### src/tcw_pkg.sv
// Package for the text console writer: field widths, codes, command and state types.
// Used by the top level and by the front and back parts; it depends on nothing else.
package tcw_pkg;

  localparam int CharW  = 8;
  localparam int CellW  = 16;
  localparam int RowFieldW = 5;
  localparam int ColFieldW = 7;

  localparam logic [CharW-1:0] NEWLINE_CODE = 8'h0A;
  localparam logic [CharW-1:0] BLANK_CODE   = 8'h20;
  localparam logic [CharW-1:0] RESET_COLOR  = 8'h07;

  typedef enum logic [1:0] {
    OP_PUT,
    OP_NEWLINE,
    OP_READ,
    OP_READ_NONE
  } op_e;

  typedef struct packed {
    op_e              op;
    logic [CharW-1:0] char_code;
  } cmd_t;

  typedef enum logic [2:0] {
    ST_CLEAR,
    ST_IDLE,
    ST_READ,
    ST_SCROLL,
    ST_DRAIN,
    ST_BLANK
  } state_e;

  function automatic logic [CellW-1:0] make_cell(input logic [CharW-1:0] ch,
                                                 input logic [CharW-1:0] attr);
    return {attr, ch};
  endfunction

endpackage

### src/tcw_req_if.sv
// Request channel of the text console writer: valid/ready handshake and request payload.
// Depends on nothing.
interface tcw_req_if;
  logic       valid;
  logic       ready;
  logic       req_type;
  logic [7:0] char_code;
  logic [4:0] cell_row;
  logic [6:0] cell_col;

  modport source (output valid, req_type, char_code, cell_row, cell_col, input ready);
  modport sink   (input valid, req_type, char_code, cell_row, cell_col, output ready);
endinterface

### src/tcw_front.sv
// Front part of the console writer: takes request beats, classifies them and
// computes the cell address of reads. Depends on tcw_pkg and tcw_req_if.
module tcw_front #(
  parameter int COLS = 80,
  parameter int ROWS = 25,
  localparam int AddrW = $clog2(ROWS * COLS)
) (
  tcw_req_if.sink          req_i,
  input  logic             clearing_i,
  input  logic             q_full_i,
  output logic             push_o,
  output tcw_pkg::cmd_t    cmd_o,
  output logic [AddrW-1:0] addr_o
);

  logic in_range;

  assign req_i.ready = !q_full_i && !clearing_i;
  assign push_o      = req_i.valid && req_i.ready;

  assign in_range = (32'(req_i.cell_row) < 32'(ROWS)) && (32'(req_i.cell_col) < 32'(COLS));

  always_comb begin
    cmd_o.char_code = req_i.char_code;
    if (req_i.req_type) begin
      cmd_o.op = in_range ? tcw_pkg::OP_READ : tcw_pkg::OP_READ_NONE;
    end else if (req_i.char_code == tcw_pkg::NEWLINE_CODE) begin
      cmd_o.op = tcw_pkg::OP_NEWLINE;
    end else begin
      cmd_o.op = tcw_pkg::OP_PUT;
    end
  end

  assign addr_o = AddrW'(req_i.cell_row) * AddrW'(COLS) + AddrW'(req_i.cell_col);

endmodule

### src/flat_wrapper.sv
// flat-port wrapper written by rule: the top's interface ports become plain ports
module tcw_front_flat 
#(
  parameter int COLS = 80,
  parameter int ROWS = 25,
  localparam int AddrW = $clog2(ROWS * COLS)
)
  (clearing_i, q_full_i, push_o, cmd_o, addr_o, req_i_valid, req_i_req_type, req_i_char_code, req_i_cell_row, req_i_cell_col, req_i_ready);
  tcw_req_if req_i_i ();
  input  logic clearing_i;
  input  logic q_full_i;
  output logic push_o;
  output tcw_pkg::cmd_t cmd_o;
  output logic [AddrW-1:0] addr_o;
  input wire logic [$bits(req_i_i.valid)-1:0] req_i_valid;
  input wire logic [$bits(req_i_i.req_type)-1:0] req_i_req_type;
  input wire logic [$bits(req_i_i.char_code)-1:0] req_i_char_code;
  input wire logic [$bits(req_i_i.cell_row)-1:0] req_i_cell_row;
  input wire logic [$bits(req_i_i.cell_col)-1:0] req_i_cell_col;
  output wire logic [$bits(req_i_i.ready)-1:0] req_i_ready;
  assign req_i_i.valid = req_i_valid;
  assign req_i_i.req_type = req_i_req_type;
  assign req_i_i.char_code = req_i_char_code;
  assign req_i_i.cell_row = req_i_cell_row;
  assign req_i_i.cell_col = req_i_cell_col;
  assign req_i_ready = req_i_i.ready;
  tcw_front #(.COLS(COLS), .ROWS(ROWS)) u_core (.req_i(req_i_i), .clearing_i(clearing_i), .q_full_i(q_full_i), .push_o(push_o), .cmd_o(cmd_o), .addr_o(addr_o));
endmodule
### config.mk
export PLATFORM = sky130hd
export DESIGN_NAME = tcw_front_flat
export DESIGN_NICKNAME = d
export VERILOG_FILES = /design/src/tcw_pkg.sv /design/src/tcw_req_if.sv /design/src/tcw_front.sv /design/src/flat_wrapper.sv
export SDC_FILE = /design/constraint.sdc
export NUM_CORES = 1
export LEC_CHECK = 0
export ABC_AREA = 1
export BUFFER_PORTS_ARGS = -buffer_cell sky130_fd_sc_hd__clkbuf_2
export CAP_MARGIN = 20
export CELL_PAD_IN_SITES_DETAIL_PLACEMENT = 0
export CELL_PAD_IN_SITES_GLOBAL_PLACEMENT = 1
export CORE_MARGIN = 1
export CORE_UTILIZATION = 26
export DETAILED_ROUTE_END_ITERATION = 12
export PLACE_DENSITY = 0.94
export SLEW_MARGIN = 20
export SYNTH_ARGS = -nofsm -noshare
export SYNTH_HDL_FRONTEND = slang
export SYNTH_SLANG_ARGS = --single-unit
### constraint.sdc
create_clock -name vclk -period 4.1
set_clock_uncertainty 0.15 [all_clocks]
set_input_delay 0.41 -clock vclk [all_inputs]
set_output_delay 0.41 -clock vclk [all_outputs]
set_load 0.05 [all_outputs]
# Word-level counts from Yosys, hierarchy flattened
# Cells that the tools add are included.
# classes
muxes	3
bitwise	0
n_shift	0
n_reduce_logical	5
multipliers	1
div_mod_pow	0
order_cmp	2
n_addsub	1
eq_ne	1
# op_table
op	n
$add A11 B7 Y11	1
$eq A8 B4 Y1 const B	1
$lt A7 B7 Y1 const B	1
$mul A5 B3 Y7 const B	1
$lt A5 B5 Y1 const B	1
$logic_and A1 B1 Y1	3
$logic_not A1 Y1	2
$mux W1	2
$mux W2	1
# totals
memories	0
regBits	0
ramBits	0
word_cells	13
latch_bits	0
rom_bits	0

# Longest topological paths before layout
# depth
depth_word	4
depth_mapped	9

# Worst setup path after synthesis
# Ideal clock, no wire load.
# synth_path
path_kind	input -> output
from	input req_i_cell_row[1]
to	output addr_o[8]
n_path_buf	0
stages	4
required_ns	3.540
setup_slack_ns	1.320
t_arrival_ns	2.220
cell_sequence	ha_1 > ha_1 > fa_1 > xnor2_1
# synth_between
elab_chain_len	2
# synth_lines
item	line	rtl
from (decl)	flat_wrapper.sv:18	input wire logic [$bits(req_i_i.cell_row)-1:0] req_i_cell_row;
$mul A5 B3 Y7	tcw_front.sv:34	assign addr_o = AddrW'(req_i.cell_row) * AddrW'(COLS) + AddrW'(req_i.cell_col);
$add A11 B7 Y11	tcw_front.sv:34	
to (decl)	flat_wrapper.sv:14	output logic [AddrW-1:0] addr_o;
# Every way passes these cells.

# Worst setup path after layout
# layout_path
from	input req_i_cell_row[1]
to	output addr_o[10]
# Same word-level chain as after synthesis.

==> qor.txt <==
initial antenna violation count -> 0
Die Y -> 46.3 um
CTS Hold Bufs -> 0
CP max stage delay -> 0.53 ns
dpl hpwl -> 1.05 mm
Post-Syn Area -> 509 sq um
max-slew violation count -> 0
number of I/O port buffers -> 39
Via Count -> 589
largest net degree at the start of global routing -> 7
WL/cell -> 8.64 um
n_diodes -> 0
Pwr per Cell Area -> 256 nW/um^2
maximum vdd ir drop -> 0.144 mV
status -> complete, no violations
Setup Viol. Count Final -> 0
Worst Path Arrival -> 2.31 ns
Placed Cells incl. Taps -> 130
register area -> 0 sq um
setup_tns -> 0 ns
Post CTS Setup Buffer Count -> 0
Area Growth Syn to Fin -> 25.3%
row cnt -> 15
Post-CTS Resized -> 0
global-route wire length before repair -> 1.65 mm
crit end category -> primary output
number of global-route vias before repair -> 447
CP delay by family, top -> adder cells
critical path cell sequence -> clkbuf_2 > ha_1 > ha_1 > fa_1 > nand2_1 > inv_1 > nand3_1 > nor2_1 > nand3_1 > nand2_1 > clkbuf_2
Final min period -> 2.87 ns
worst slew pin tran -> 0.283 ns
Startpoint Class -> input port
Overall Global Routing Usage -> 0.102
seq_cells -> 0
Tcrit/Tclk final -> 0.699
Fmax -> 349 MHz
nets@finish -> 142
vias per cell -> 4.53
layout cells sized above 1 -> 0.381
Core Box Area -> 1780 sq um
synth cell count leaders -> nand2_1 (20), buf_4 (13), nand3_1 (10)
post-synthesis cell count -> 79
GP Congestion -> 0.724
Synth cell types -> 16
Worst Path Buf+Inv -> 3
# IOs -> 47
top area cells in the synthesized netlist -> ha_1 (22%), buf_4 (19%), nand2_1 (15%)
clock buf count -> 0
RSZ-0062 raised after global routing -> false
Rel. slew slack -> 0.812
worst hold path type -> input port to primary output
drc violations -> 0
1st-iter DRT viols -> 12
leak pwr -> 0.400 nW
CP max-delay cell -> fa_1
CP Max Fanout -> 4
Mean Syn Cell Area -> 6.45 sq um
Yosys top cell by area -> ha_1
Post-Layout Cell Count -> 130
top-area cell type share of the netlist area -> 0.221
Seq/Total Area, Yosys -> 0
initial core utilization -> 0.286
hold slack -> 0.670 ns
yosys warns -> 0
die area -> 2140 sq um
WL final -> 1.12 mm
Die Span X -> 46.3 um
Pre-Repair DR Iteration Count -> 4
Net Count, Synth -> 114
Worst Path Required -> 3.54 ns
total grt overflow -> 0
max_cap viols -> 0
Routed Antenna Nets -> 0
Worst Setup Path Type -> input port to primary output
count leader, synth -> nand2_1
Final Hold Fails -> 0
[layout by cell type (no fill, tap or decap), drive strengths merged]
cell	instances
nand2	20
o21ai	1
nand4	1
nand3	11
o21a	1
a21oi	2
nor3b	2
inv	9
xor2	2
clkbuf	39
nor2	4
fa	2
nor3	1
xnor2	1
ha	9
[stage by stage]
| stage | setup slack (ns) | util | power, W | cell area [sq um] |
|---|---|---|---|---|
| after CTS | 1.22 | 0.358 | 0.000165 | 638 |
| after detailed placement | 1.23 | 0.358 | 0.000164 | 638 |
| after global routing | 1.09 | 0.358 | 0.000176 | 638 |
| after floorplan | 1.32 | - | 0.000142 | 509 |
| final | 1.23 | 0.358 | 0.000164 | 638 |
| after global placement | 1.26 | 0.358 | 0.000163 | 638 |
[cells by family (layout without fill, tap and decap cells)]
group,after synthesis,in the layout,synth area share
adders and majority gates,11,11,0.300
buffers and inverters,22,48,0.258
xor gates and xnor gates,3,3,0.0516
and+or+nand+nor,39,39,0.346
AOI/OAI and AO/OA,4,4,0.0442
[layout make-up]
cell class / count / area, sq um
fillers: 193 / 1140
multi-input cells: 57 / 378
repair buffers: 39 / 195
inverters: 9 / 33.8
well taps: 25 / 31.3
[routing by layer]
metal | vias to the layer above | share of wire | wire [um] | global-route usage
met4 | 0 | 0 | 0 | 0
met5 | - | 0 | 0 | 0
met2 | 33 | 0.55 | 618 | 0.239
li1 | 299 | - | - | -
met3 | 0 | 0.064 | 72 | 0
met1 | 257 | 0.38 | 432 | 0.0972
[power breakdown]
group | switching, W | internal (W)
Sequential | 0 | 0
Clock | 0 | 0
Combinational | 0.000120 | 0.0000432
Total | 0.000120 | 0.0000432
[worst paths after layout]
kind | cells past startpoint | endpoint | slack (ns) | start
setup / recovery | 11 | addr_o[10] | 1.23 | req_i_cell_row[1]
hold / removal | 0 | addr_o[1] | 0.67 | req_i_cell_col[1]
Note: power is estimated with default switching activity, not from simulation.
