**src/tcw_queue.sv**
```systemverilog
// Two-entry command queue between the front and back parts of the console writer.
// Depends on nothing; the top level sets DataW to the cell address plus packed command width.
module tcw_queue #(
  parameter int DataW = 16
) (
  input  logic             clk_i,
  input  logic             rst_ni,
  input  logic             push_i,
  input  logic [DataW-1:0] wdata_i,
  input  logic             pop_i,
  output logic [DataW-1:0] rdata_o,
  output logic             full_o,
  output logic             empty_o
);

  logic [DataW-1:0] mem_q [2];
  logic             wr_ptr_q, rd_ptr_q;
  logic [1:0]       cnt_q;

  always_ff @(posedge clk_i) begin
    if (push_i) begin
      mem_q[wr_ptr_q] <= wdata_i;
    end
  end

  always_ff @(posedge clk_i or negedge rst_ni) begin
    if (!rst_ni) begin
      wr_ptr_q <= 1'b0;
      rd_ptr_q <= 1'b0;
      cnt_q    <= 2'd0;
    end else begin
      if (push_i) begin
        wr_ptr_q <= ~wr_ptr_q;
      end
      if (pop_i) begin
        rd_ptr_q <= ~rd_ptr_q;
      end
      if (push_i && !pop_i) begin
        cnt_q <= cnt_q + 2'd1;
      end else if (pop_i && !push_i) begin
        cnt_q <= cnt_q - 2'd1;
      end
    end
  end

  assign rdata_o = mem_q[rd_ptr_q];
  assign full_o  = cnt_q == 2'd2;
  assign empty_o = cnt_q == 2'd0;

endmodule

```
**config.mk**
```make
export PLATFORM = sky130hd
export DESIGN_NAME = tcw_queue
export DESIGN_NICKNAME = d
export VERILOG_FILES = /design/src/tcw_queue.sv
export SDC_FILE = /design/constraint.sdc
export NUM_CORES = 1
export LEC_CHECK = 0
export ABC_AREA = 1
export ABC_CLOCK_PERIOD_IN_PS = 1500
export BUFFER_PORTS_ARGS = -buffer_cell sky130_fd_sc_hd__buf_4
export CAP_MARGIN = 25
export CORE_MARGIN = 2
export CORE_UTILIZATION = 46
export DETAILED_ROUTE_END_ITERATION = 10
export GPL_TIMING_DRIVEN = 1
export PLACE_DENSITY = 0.78
export SLEW_MARGIN = 25
export SYNTH_ARGS = -nofsm -noshare
export SYNTH_HDL_FRONTEND = slang
export SYNTH_SLANG_ARGS = --single-unit
```
**constraint.sdc**
```tcl
create_clock -name clk_i -period 1.5 [get_ports clk_i]
set_input_delay 0 -clock clk_i [delete_from_list [all_inputs] [get_ports clk_i]]
set_output_delay 0 -clock clk_i [all_outputs]
set_load 0.005 [all_outputs]
```
# Yosys cells after proc, flatten, opt, wreduce, memory -nomap -nowiden
# Memories as Yosys holds them, arrays and structs flattened.
# Cells that the tools add are included.
# op_classes
eq_ne	1
bitwise	2
reduce_logical	6
mux	4
n_addsub	2
# op_table
cell	n
two-way mux 2 bit	2
adder 2 x 1 -> 2 bit, second input constant	1
== test 2 bit, second input constant	1
logical AND 1 bit	2
logical NOT 1 bit	2
logical NOT 2 bit	1
two-way mux 1 bit	2
inverter 1 bit	2
nonzero test 2 bit	1
subtractor 2 x 1 -> 2 bit, second input constant	1
# totals
wordCells	19
reg_bits	4
out_inout_bits	18
mem_bits_rw	32
mem_count	1
inputBits	20
# mem_list
memory	words	word_bits	read_ports	rd_ports_with_merged_regs	wr	line_no	source
mem_q	2	16	1	0	1	16	logic [DataW-1:0] mem_q [2];

# Logic depth before layout (Yosys ltp)
# Gate-level depths: netlist of run 1.
# depth
word_depth	4
mapped_depth	7
ltp_nobuf	7

# Worst setup path after synthesis of run 1
# No wires, ideal clock.
# synth_timing
path_type	register to register
startpoint	register wr_ptr_q
endpoint	memory mem_q[0][0] (enable)
stages_incl_launch_ff	2
slack_ns	0.008
path_buffers	0
setup_ns	0.389
arrival_ns	1.104
synth_period_minus_slack_ns	1.492
required_time_ns	1.111
path_cell_list	dfrtp_1 -> nor2_1
# synth_rtl
element	line_no	source
from (decl)	17	logic wr_ptr_q, rd_ptr_q;
from (signal assigned)	33	wr_ptr_q <= ~wr_ptr_q;
to (decl)	16	
# Straight into the memory's write port.

# Final worst setup path of run 1
# layout_timing
startpoint	register rd_ptr_q
endpoint	output rdata_o[0]
# layout_via
elab_chain_len	1
# layout_rtl
element	line_no	source
from (decl)	17	
from (signal assigned)	36	rd_ptr_q <= ~rd_ptr_q;
memory read (2 x 16 bit)	--	
to (decl)	11	output logic [DataW-1:0] rdata_o,
# Every way passes these cells.

==> results.md, run 1 <==
- Status: finished, final reports clean
- Total I/O pin count: 38
- First-pass GRT wire length: 3730 um
- Post-Synthesis Cells: 75
- Area leader, netlist: edfxtp_1
- Dpl hpwl: 1570 um
- Switching pwr: 810 uW
- Largest net degree at the start of global routing: 17
- Vias in the first global route: 863
- Final Cycle Share: 0.935
- Clk sinks: 36
- Clock group share of total power: 0.150
- Synth-to-layout area growth: 41.5%
- CP startpoint kind: flip-flop
- Nature of the critical path endpoint: output port
- Reg2Reg Setup Slack: 440 ps
- Post-Syn Area: 0.00141 mm^2
- DIE AREA: 0.00353 mm^2
- Final setup vio count: 0
- Share of Yosys cell area claimed by the top area cell type: 0.680
- H-tree levels: 2
- Slowest stage cell, crit path: dfrtp_1
- Final setup skew: 3.95 ps
- P_int: 2.23 mW
- Die height: 59.4 um
- Register share of total power: 0.473
- #FFs+latches synth: 36
- Worst endpoint required time: 1500 ps
- Total GRT Usage: 0.153
- Met3 WL: 140 um
- CTS root buffer: clkbuf_4
- Commonest cells after routing, fill and taps aside: 41 x buf_4, 32 x edfxtp_1, 20 x dlygate4sd3_1, 9 x mux2_4
- Sw Ratio: 0.267
- Final Total Pwr: 3.04 mW
- # diodes: 0
- Commonest non-fill, non-tap cell in the layout: buf_4
- Synth Net Count: 96
- Filler cells: 207
- Hold/Removal Path Class: input pin to flip-flop
- Final Util: 0.671
- Worst-Margin Slew: 210 ps
- Crit Path Class: flip-flop to output port
- Core area: 0.00298 mm^2
- Min-delay src: wdata_i[12]
- Met2 routed WL: 1310 um
- Die width: 59.4 um
- Register Area: 0.00106 mm^2
- Vias post-DR: 828
- Std-Cell Rows: 20
- Worst Hold Depth: 2
- Routed WL: 2410 um
- Net count, final: 163
- Worst skew pair latency: 320 ps
- Multi-input combinational cell area: 294 um^2
- Crit-path cells: buf_12, mux2_2, buf_4
- Avg Synthesized Cell Area: 18.8 um^2
- Top sig layer: met4
- Worst R2R End: mem_q[0][1]$_DFFE_PP_
- Initial DRC count: 37
- Reg clk slew, reported paths: 90 ps
- Sequential area share after synthesis: 0.751
- Ranking of synthesized cells by area: edfxtp_1 68%, mux2_4 9.6%, dfrtp_1 7.1%
- Peak Freq: 713 MHz
- Number of port buffers: 37
- GP Congestion: 0.622
- Antenna-violating nets left: 0
- Comb pwr share: 0.377
- Starting Density: 0.474
- Power per cell area: 1520 mW/mm^2
- Total gr overflow: 0
- CP arrival: 1400 ps
- Slowest stage delay, CP: 410 ps
- Reg2reg start: wr_ptr_q$_DFFE_PN0P_
- CP max FO: 16
- Initial antenna violation count: 0
- Clock Path Buffers: 2
- Post-synthesis cell type count: 14
- Hold endpoint: mem_q[0][12]$_DFFE_PP_
- Setup TNS Final: 0 ps
- CTS tree: done
- Fraction of layout cells with a size suffix above 1: 0.441
- CTS Buf Count: 5
- Syn. warnings: 0
- Fin. Hold Viols: 0
- Drt wl/cell: 13.7 um
- Slew Limit Fails: 0
- Number of max-cap violations: 0
- P_leak: 0.845 nW
- Number of remaining DRC errors: 0
- Router iterations before antenna repair: 4
- R2R cell count: 2
- Vias/cell: 4.70
- Met1 wire length: 925 um
- Worst IR Drop VDD: 788 uV
- Slew headroom: 0.859
- Fin crit period: 1400 ps
- RSZ-0062 raised after global routing: false
-- registers in the layout (all words and copies together), names as in the netlist --
| register | cells |
|---|---|
| mem_q | 32 |
| cnt_q | 2 |
| rd_ptr_q | 1 |
| wr_ptr_q | 1 |
-- cells by family (layout without fill, tap and decap cells) --
family | after synthesis | after routing | synth area share
buffers and inverters | 9 | 77 | 0.0407
XOR/XNOR | 3 | 3 | 0.0186
multiplexers | 16 | 16 | 0.151
adder cells (fa/ha/maj) | 1 | 1 | 0.00886
flip-flops | 36 | 36 | 0.751
AND/OR/NAND/NOR | 10 | 10 | 0.0292
-- worst max-delay path: cells and delay by family, from the launching register on --
kind                   cells  cell delay, ps
muxes                      1             350
DFF                        1             410
buffers and inverters      2             320
-- cells in the mapped netlist --
library cell and instances:
inv_1 7, xnor2_1 1, dfrtp_1 4, buf_6 1, buf_12 1, nand2_1 5
edfxtp_1 32, nor2_1 3, ha_1 1, xor2_1 2, mux2_2 7, nand3_1 1
nand4_1 1, mux2_4 9
-- how the worst max path moves through the flow --
stage	from	end	slack, ps	depth (start not counted)
floorplan	wr_ptr_q$_DFFE_PN0P_	mem_q[0][0]$_DFFE_PP_	8	1
detailed placement	rd_ptr_q$_DFFE_PN0P_	rdata_o[15]	340	3
CTS	rd_ptr_q$_DFFE_PN0P_	rdata_o[15]	30	3
global route	rd_ptr_q$_DFFE_PN0P_	rdata_o[0]	30	3
global placement	rd_ptr_q$_DFFE_PN0P_	rdata_o[15]	380	3
finish	rd_ptr_q$_DFFE_PN0P_	rdata_o[0]	100	3
-- per-stage QoR --
| stage | area [um^2] | setup WS, ps | instances | hold WS (ps) |
|---|---|---|---|---|
| floorplan | 1410 | 7.51 | 75 | -296 |
| global placement | 1730 | 382 | 147 | -202 |
| detailed placement | 1730 | 338 | 147 | -201 |
| CTS | 1980 | 29.0 | 175 | 383 |
| global route | 2000 | 31.9 | 176 | 373 |
| finish | 2000 | 97.7 | 176 | 397 |
-- routing by layer --
layer | vias up | GRT usage
met5 | - | 0
met4 | 0 | 0.0682
met3 | 2 | 0.0721
met2 | 26 | 0.262
met1 | 394 | 0.159
li1 | 406 | -
-- power by group through the flow --
stage                     Combinational (mW)  Clock, mW  Sequential [mW]
after global placement                  1.03          0             1.44
after CTS                               1.11      0.475             1.44
final                                   1.14      0.456             1.44
after floorplan                        0.658          0             1.43
after global routing                    1.23      0.529             1.46
after detailed placement                1.06          0             1.46
-- final cells by class --
class,instances,area share
repair buffers,62,0.264
inverters,7,0.0131
multi-input cells,30,0.147
well taps,33,0.0207
clock inverters,1,0.00188
flip-flops and latches,36,0.531
clock buffers,7,0.0225
-- repair_timing --
action | in CTS | in global routing
gates resized for setup | 1 | 2
setup endpoints to repair | 7 | 7
setup buffers | 0 | 1
hold buffers | 20 | 0
hold endpoints to repair | 38 | 0
Note: power is estimated with default switching activity, not from simulation.
==> run 2: changes to the inputs <==
--- a/config.mk
+++ b/config.mk
@@ -9,11 +9,11 @@
 export ABC_CLOCK_PERIOD_IN_PS = 1500
 export BUFFER_PORTS_ARGS = -buffer_cell sky130_fd_sc_hd__buf_4
 export CAP_MARGIN = 25
-export CORE_MARGIN = 2
 export CORE_UTILIZATION = 46
 export DETAILED_ROUTE_END_ITERATION = 10
 export GPL_TIMING_DRIVEN = 1
 export PLACE_DENSITY = 0.78
+export REMOVE_ABC_BUFFERS = 1
 export SLEW_MARGIN = 25
 export SYNTH_ARGS = -nofsm -noshare
 export SYNTH_HDL_FRONTEND = slang
==> run 2 against run 1 <==
  * The flow now finishes with violations (design-rule violations)
  * Total power rose by 8.5%
  * Register-to-register slack got worse by 140 ps
  * Critical path type unchanged
  * Global-route usage rose by 1.7 points
  * Core utilization rose by 5.0 points
  * Critical endpoint is now rdata_o[14]
  * Wire length rose by 1.4%
  * Worst hold slack got worse by 38 ps
==> results.md, run 2 (synthesis gave the netlist of run 1 again) <==
- Crit Path Class: flip-flop to output port
- Synth-to-layout area growth: 44.6%
- Register share of total power: 0.436 (-0.037)
- Commonest non-fill, non-tap cell in the layout: buf_4
- Reg2reg start: wr_ptr_q$_DFFE_PN0P_
- CTS tree: done
- DIE AREA: 0.00330 mm^2 (-6.6%)
- Failing checks: design-rule violations
- Initial antenna violation count: 0 (unchanged)
- Net count, final: 164 (+0.61%)
- Die width: 57.4 um (-3.4%)
- Hold endpoint: rd_ptr_q$_DFFE_PN0P_
- Final setup skew: 9.74 ps (+5.79 ps)
- Initial DRC count: 18 (-51%)
- Dpl hpwl: 1610 um (+2.4%)
- Die height: 57.4 um (-3.4%)
- Status: finished with violations
- Worst-Margin Slew: 324 ps (+113 ps)
- P_leak: 0.868 nW (+2.7%)
- Worst Hold Depth: 3 (+1)
- Clock group share of total power: 0.214 (+0.064)
- Fraction of layout cells with a size suffix above 1: 0.465 (+0.0247)
- Setup TNS Final: 0 ps (unchanged)
- Vias post-DR: 832 (+0.48%)
- Worst skew pair latency: 350 ps (+30 ps)
- Number of flip-flops under the largest register name: 32 (unchanged)
- Comb pwr share: 0.350 (-0.027)
- Min-delay src: pop_i
- Filler cells: 194 (-6.3%)
- Drt wl/cell: 13.9 um (+1.9%)
- Sw Ratio: 0.256 (-0.0105)
- Total GRT Usage: 0.170 (+0.0167)
- Starting Density: 0.499 (+0.0250)
- Top Registers: mem_q x32, cnt_q x2
- Reg with most FFs: mem_q
- Worst IR Drop VDD: 1120 uV (+43%)
- Fin. Hold Viols: 0 (unchanged)
- Power per cell area: 1610 mW/mm^2 (+6.2%)
- Fin crit period: 1400 ps (-6.14 ps)
- Worst endpoint required time: 1500 ps (about the same)
- Switching pwr: 845 uW (+4.2%)
- Core area: 0.00283 mm^2 (-5.0%)
- Vias/cell: 4.75 (+1.1%)
- Vias in the first global route: 850 (-1.5%)
- Final Cycle Share: 0.931 (-0.00410)
- Hold_ws: 359 ps (-37.8 ps)
- Routed WL: 2440 um (+1.4%)
- CP startpoint kind: flip-flop
- Multi-input combinational cell area: 294 um^2 (unchanged)
- Slew Limit Fails: 0 (unchanged)
- Number of port buffers: 37 (unchanged)
- Std-Cell Rows: 19 (-5.0%)
- Clock Path Buffers: 2 (unchanged)
- Nature of the critical path endpoint: output port
- Reg2Reg Setup Slack: 300 ps (-140 ps)
- Reg clk slew, reported paths: 110 ps (+20 ps)
- GP Congestion: 0.654 (+5.2%)
- CP max FO: 13 (-3)
- CTS root buffer: clkbuf_4
- Antenna-violating nets left: 0 (unchanged)
- Router iterations before antenna repair: 7 (+3)
- H-tree levels: 2 (unchanged)
- Number of max-cap violations: 0 (unchanged)
- Commonest cells after routing, fill and taps aside: 42 x buf_4, 32 x edfxtp_1, 20 x dlygate4sd3_1, 9 x mux2_4
- Clk sinks: 36 (unchanged)
- Register Area: 0.00106 mm^2 (+0.12%)
- Slew headroom: 0.784 (-0.0754)
- Total I/O pin count: 38 (unchanged)
- Largest net degree at the start of global routing: 14 (-3)
- Final setup vio count: 0 (unchanged)
- R2R cell count: 3 (+1)
- Total gr overflow: 0 (unchanged)
- # diodes: 0 (unchanged)
- RSZ-0062 raised after global routing: false
- Hold/Removal Path Class: input pin to flip-flop
- Worst R2R End: mem_q[1][1]$_DFFE_PP_
- First-pass GRT wire length: 3780 um (+1.5%)
- P_int: 2.45 mW (+10%)
- Peak Freq: 716 MHz (+0.44%)
- CTS Buf Count: 5 (unchanged)
- CP arrival: 1400 ps (about the same)
- Number of remaining DRC errors: 3 (+3)
==> run 2: cell types whose count changed in the layout (fill, tap and decap cells not counted), sizes merged <==
cell / previous run / this run
buf: 42 / 43
bufinv: 0 / 1
clkbuf: 7 / 6
==> run 2: power by group through the flow <==
stage | Clock [mW] | Sequential (mW) | Combinational [mW]
after floorplan | 0 | 1.51 | 0.490
after detailed placement | 0 | 1.48 | 1.08
after global routing | 0.760 | 1.46 | 1.24
after global placement | 0 | 1.47 | 1.05
after CTS | 0.725 | 1.46 | 1.13
final | 0.705 | 1.44 | 1.15
==> run 2: layout make-up <==
type	instances	share of cell area
repair buffers	63	0.262
multi-input cells	30	0.144
clock inverters	2	0.0165
well taps	31	0.0190
inverters	7	0.0129
flip-flops and latches	36	0.520
clock buffers	6	0.0251
==> run 2: layer usage <==
layer  share of wire  up-vias  global-route usage
met5               0        -                   0
met4           0.025        0              0.0941
met3           0.063        6              0.0816
met2            0.50       35               0.276
met1            0.42      384               0.182
li1                -      407                   -
==> run 2: worst max-delay path, cell delays in order, from the launching register on <==
cell and delay, ps:
dfrtp_2 400, buf_12 160, mux2_2 350, buf_4 140
==> run 2: repair_timing <==
item,4_1_cts,5_1_grt
setup buffers,0,1
setup endpoints to repair,13,4
resized for setup,1,0
hold buffers,20,0
hold endpoints to repair,39,0
==> run 2: how the worst max path moves through the flow <==
stage	start	to	slack, ps	cells after the start
2_1_floorplan	wr_ptr_q$_DFFE_PN0P_	mem_q[0][0]$_DFFE_PP_	8	1
3_3_place_gp	wr_ptr_q$_DFFE_PN0P_	mem_q[1][7]$_DFFE_PP_	370	3
3_5_place_dp	wr_ptr_q$_DFFE_PN0P_	mem_q[1][1]$_DFFE_PP_	330	3
4_1_cts	rd_ptr_q$_DFFE_PN0P_	rdata_o[14]	10	3
5_1_grt	rd_ptr_q$_DFFE_PN0P_	rdata_o[14]	50	3
6_report	rd_ptr_q$_DFFE_PN0P_	rdata_o[14]	100	3
==> run 2: through the flow <==
step	setup WS [ps]	instance area, um^2	utilization	total power [mW]	std cells
detailed placement	331	1750	0.618	2.56	146
global route	53.5	2040	0.722	3.46	175
global placement	373	1750	0.618	2.52	146
floorplan	7.51	1380	-	2.00	73
finish	104	2040	0.722	3.30	175
CTS	11.4	2030	0.719	3.31	174
==> run 3: changes to the inputs <==
--- a/config.mk
+++ b/config.mk
@@ -12,6 +12,7 @@
 export CORE_UTILIZATION = 46
 export DETAILED_ROUTE_END_ITERATION = 10
 export GPL_TIMING_DRIVEN = 1
+export MAX_ROUTING_LAYER = met4
 export PLACE_DENSITY = 0.78
 export REMOVE_ABC_BUFFERS = 1
 export SLEW_MARGIN = 25
==> run 3 against run 2 <==
  * The run still ends with design-rule violations left
  * Cell area unchanged
  * Worst hold slack better by 7.9 ps
  * Clock-buffer cell count unchanged
  * Critical endpoint unchanged
  * Largest power group unchanged
  * Highest routed layer unchanged
==> results.md, run 3 (synthesis gave the netlist of run 1 again) <==
- Status: finished with violations
- Failing checks: design-rule violations
- Final setup vio count: 0 (unchanged)
- Switching pwr: 840 uW (-0.48%)
- Std-Cell Rows: 19 (unchanged)
- RSZ-0062 raised after global routing: false
- Final Total Pwr: 3.29 mW (-0.12%)
- Synth-to-layout area growth: 44.6% (unchanged)
- Top Registers: mem_q x32, cnt_q x2
- Number of remaining DRC errors: 3 (unchanged)
- Number of flip-flops under the largest register name: 32 (unchanged)
- Placed Cells: 146 (unchanged)
- Comb pwr share: 0.350 (about the same)
- Fraction of layout cells with a size suffix above 1: 0.465 (unchanged)
- Post-route cell area: 0.00204 mm^2 (unchanged)
- Clk sinks: 36 (unchanged)
- CP max FO: 13 (unchanged)
- Number of port buffers: 37 (unchanged)
- Reg clk slew, reported paths: 110 ps (about the same)
- Initial antenna violation count: 0 (unchanged)
- CTS tree: done
- Antenna-violating nets left: 0 (unchanged)
- Slowest stage delay, CP: 400 ps (about the same)
- # diodes: 0 (unchanged)
- Fin cells: 175 (unchanged)
- Clock Path Buffers: 2 (unchanged)
- Slew Limit Fails: 0 (unchanged)
- Worst IR Drop VDD: 1120 uV (about the same)
- GP Congestion: 0.660 (+0.90%)
- Fin crit period: 1390 ps (-9.82 ps)
- Total gr overflow: 0 (unchanged)
- Multi-input combinational cell area: 294 um^2 (unchanged)
- Vias in the first global route: 843 (-0.82%)
- Router iterations before antenna repair: 7 (unchanged)
- P_leak: 0.868 nW (unchanged)
- Register share of total power: 0.437 (about the same)
- DIE AREA: 0.00330 mm^2 (unchanged)
- Net count, final: 164 (unchanged)
- Placed Area: 0.00175 mm^2 (unchanged)
- Nature of the critical path endpoint: output port
- Reg with most FFs: mem_q
- Slowest stage cell, crit path: dfrtp_2
- Clock group share of total power: 0.213 (about the same)
- Die height: 57.4 um (unchanged)
- Sw Ratio: 0.255 (-0.000922)
- CTS Buf Count: 5 (unchanged)
- Die width: 57.4 um (unchanged)
- Worst-Margin Slew: 322 ps (-1.80 ps)
- Slew headroom: 0.785 (+0.00120)
- Final Cycle Share: 0.924 (-0.00655)
- Number of max-cap violations: 0 (unchanged)
- Crit-path cells: buf_12, mux2_2, buf_4
- Crit Path Class: flip-flop to output port
- Hold_ws: 367 ps (+7.88 ps)
- Commonest cells after routing, fill and taps aside: 42 x buf_4, 32 x edfxtp_1, 20 x dlygate4sd3_1, 9 x mux2_4
- H-tree levels: 2 (unchanged)
- Vias post-DR: 837 (+0.60%)
- Drt wl/cell: 13.9 um (-0.16%)
- Worst skew pair latency: 340 ps (about the same)
- Commonest non-fill, non-tap cell in the layout: buf_4
- Power per cell area: 1610 mW/mm^2 (-0.12%)
- Filler cells: 194 (unchanged)
- Total I/O pin count: 38 (unchanged)
- Fin. Hold Viols: 0 (unchanged)
- Worst setup margin: 114 ps (+9.82 ps)
- CP startpoint kind: flip-flop
- Vias/cell: 4.78 (+0.60%)
- Starting Density: 0.499 (unchanged)
- Peak Freq: 721 MHz (+0.71%)
- Final Util: 0.722 (unchanged)
- CP arrival: 1390 ps (about the same)
- Initial DRC count: 17 (-1)
- Place WS: 331 ps (unchanged)
- Final setup skew: 13.2 ps (+3.43 ps)
- Core area: 0.00283 mm^2 (unchanged)
- Register Area: 0.00106 mm^2 (unchanged)
- Routed WL: 2440 um (-0.16%)
- Setup TNS Final: 0 ps (unchanged)
- Total GRT Usage: 0.174 (+0.00390)
- Worst endpoint required time: 1500 ps (about the same)
- CTS root buffer: clkbuf_4
- Hold/Removal Path Class: input pin to flip-flop
- First-pass GRT wire length: 3770 um (-0.19%)
- Dpl hpwl: 1610 um (unchanged)
- Largest net degree at the start of global routing: 14 (unchanged)
- P_int: 2.45 mW (about the same)
run 3: cell counts in the layout (fill, tap and decap cells not counted):
No cell type changed its count.
run 3: power by group through the flow:
stage	combinational [mW]	sequential, mW	clock (mW)
3_5_place_dp	1.08	1.48	0
6_report	1.15	1.44	0.702
4_1_cts	1.13	1.46	0.725
2_1_floorplan	0.490	1.51	0
5_1_grt	1.24	1.46	0.756
3_3_place_gp	1.05	1.47	0
run 3: timing repair:
| action | CTS | global route |
|---|---|---|
| endpoints found under the setup margin | 13 | 4 |
| setup buffers | 0 | 1 |
| gates resized for setup | 1 | 0 |
| gates cloned | 0 | 0 |
| hold buffers | 20 | 0 |
| endpoints found under the hold margin | 39 | 0 |
run 3: layer usage:
metal,vias to the layer above,wire [um],global-route usage
met5,-,0,-
met4,0,56,0.0941
met3,8,139,0.0748
met2,31,1210,0.276
met1,391,1030,0.182
li1,407,-,-
run 3: path summary, 6_finish.rpt:
path	startpoint	endpoint	slack, ps	cells after the start
worst max-delay path	rd_ptr_q$_DFFE_PN0P_	rdata_o[14]	110	3
worst min-delay path	pop_i	rd_ptr_q$_DFFE_PN0P_	370	3
worst max register to register	wr_ptr_q$_DFFE_PN0P_	mem_q[1][1]$_DFFE_PP_	300	3
worst min register to register	wr_ptr_q$_DFFE_PN0P_	wr_ptr_q$_DFFE_PN0P_	500	1
max in group asynchronous	rst_ni	rd_ptr_q$_DFFE_PN0P_	740	3
min in group asynchronous	rst_ni	wr_ptr_q$_DFFE_PN0P_	560	3
run 3: area by class of cell:
type / instances / share of cell area
clock buffer: 6 / 0.0251
clock inverter: 2 / 0.0165
inverter: 7 / 0.0129
multi-input combinational: 30 / 0.144
sequential: 36 / 0.520
tap: 31 / 0.0190
timing repair buffer: 63 / 0.262
run 3: critical path: cells and delay by family (launching register included):
kind	cells	cell delay (ps)
buf+inv	2	300
flops	1	400
mux	1	350
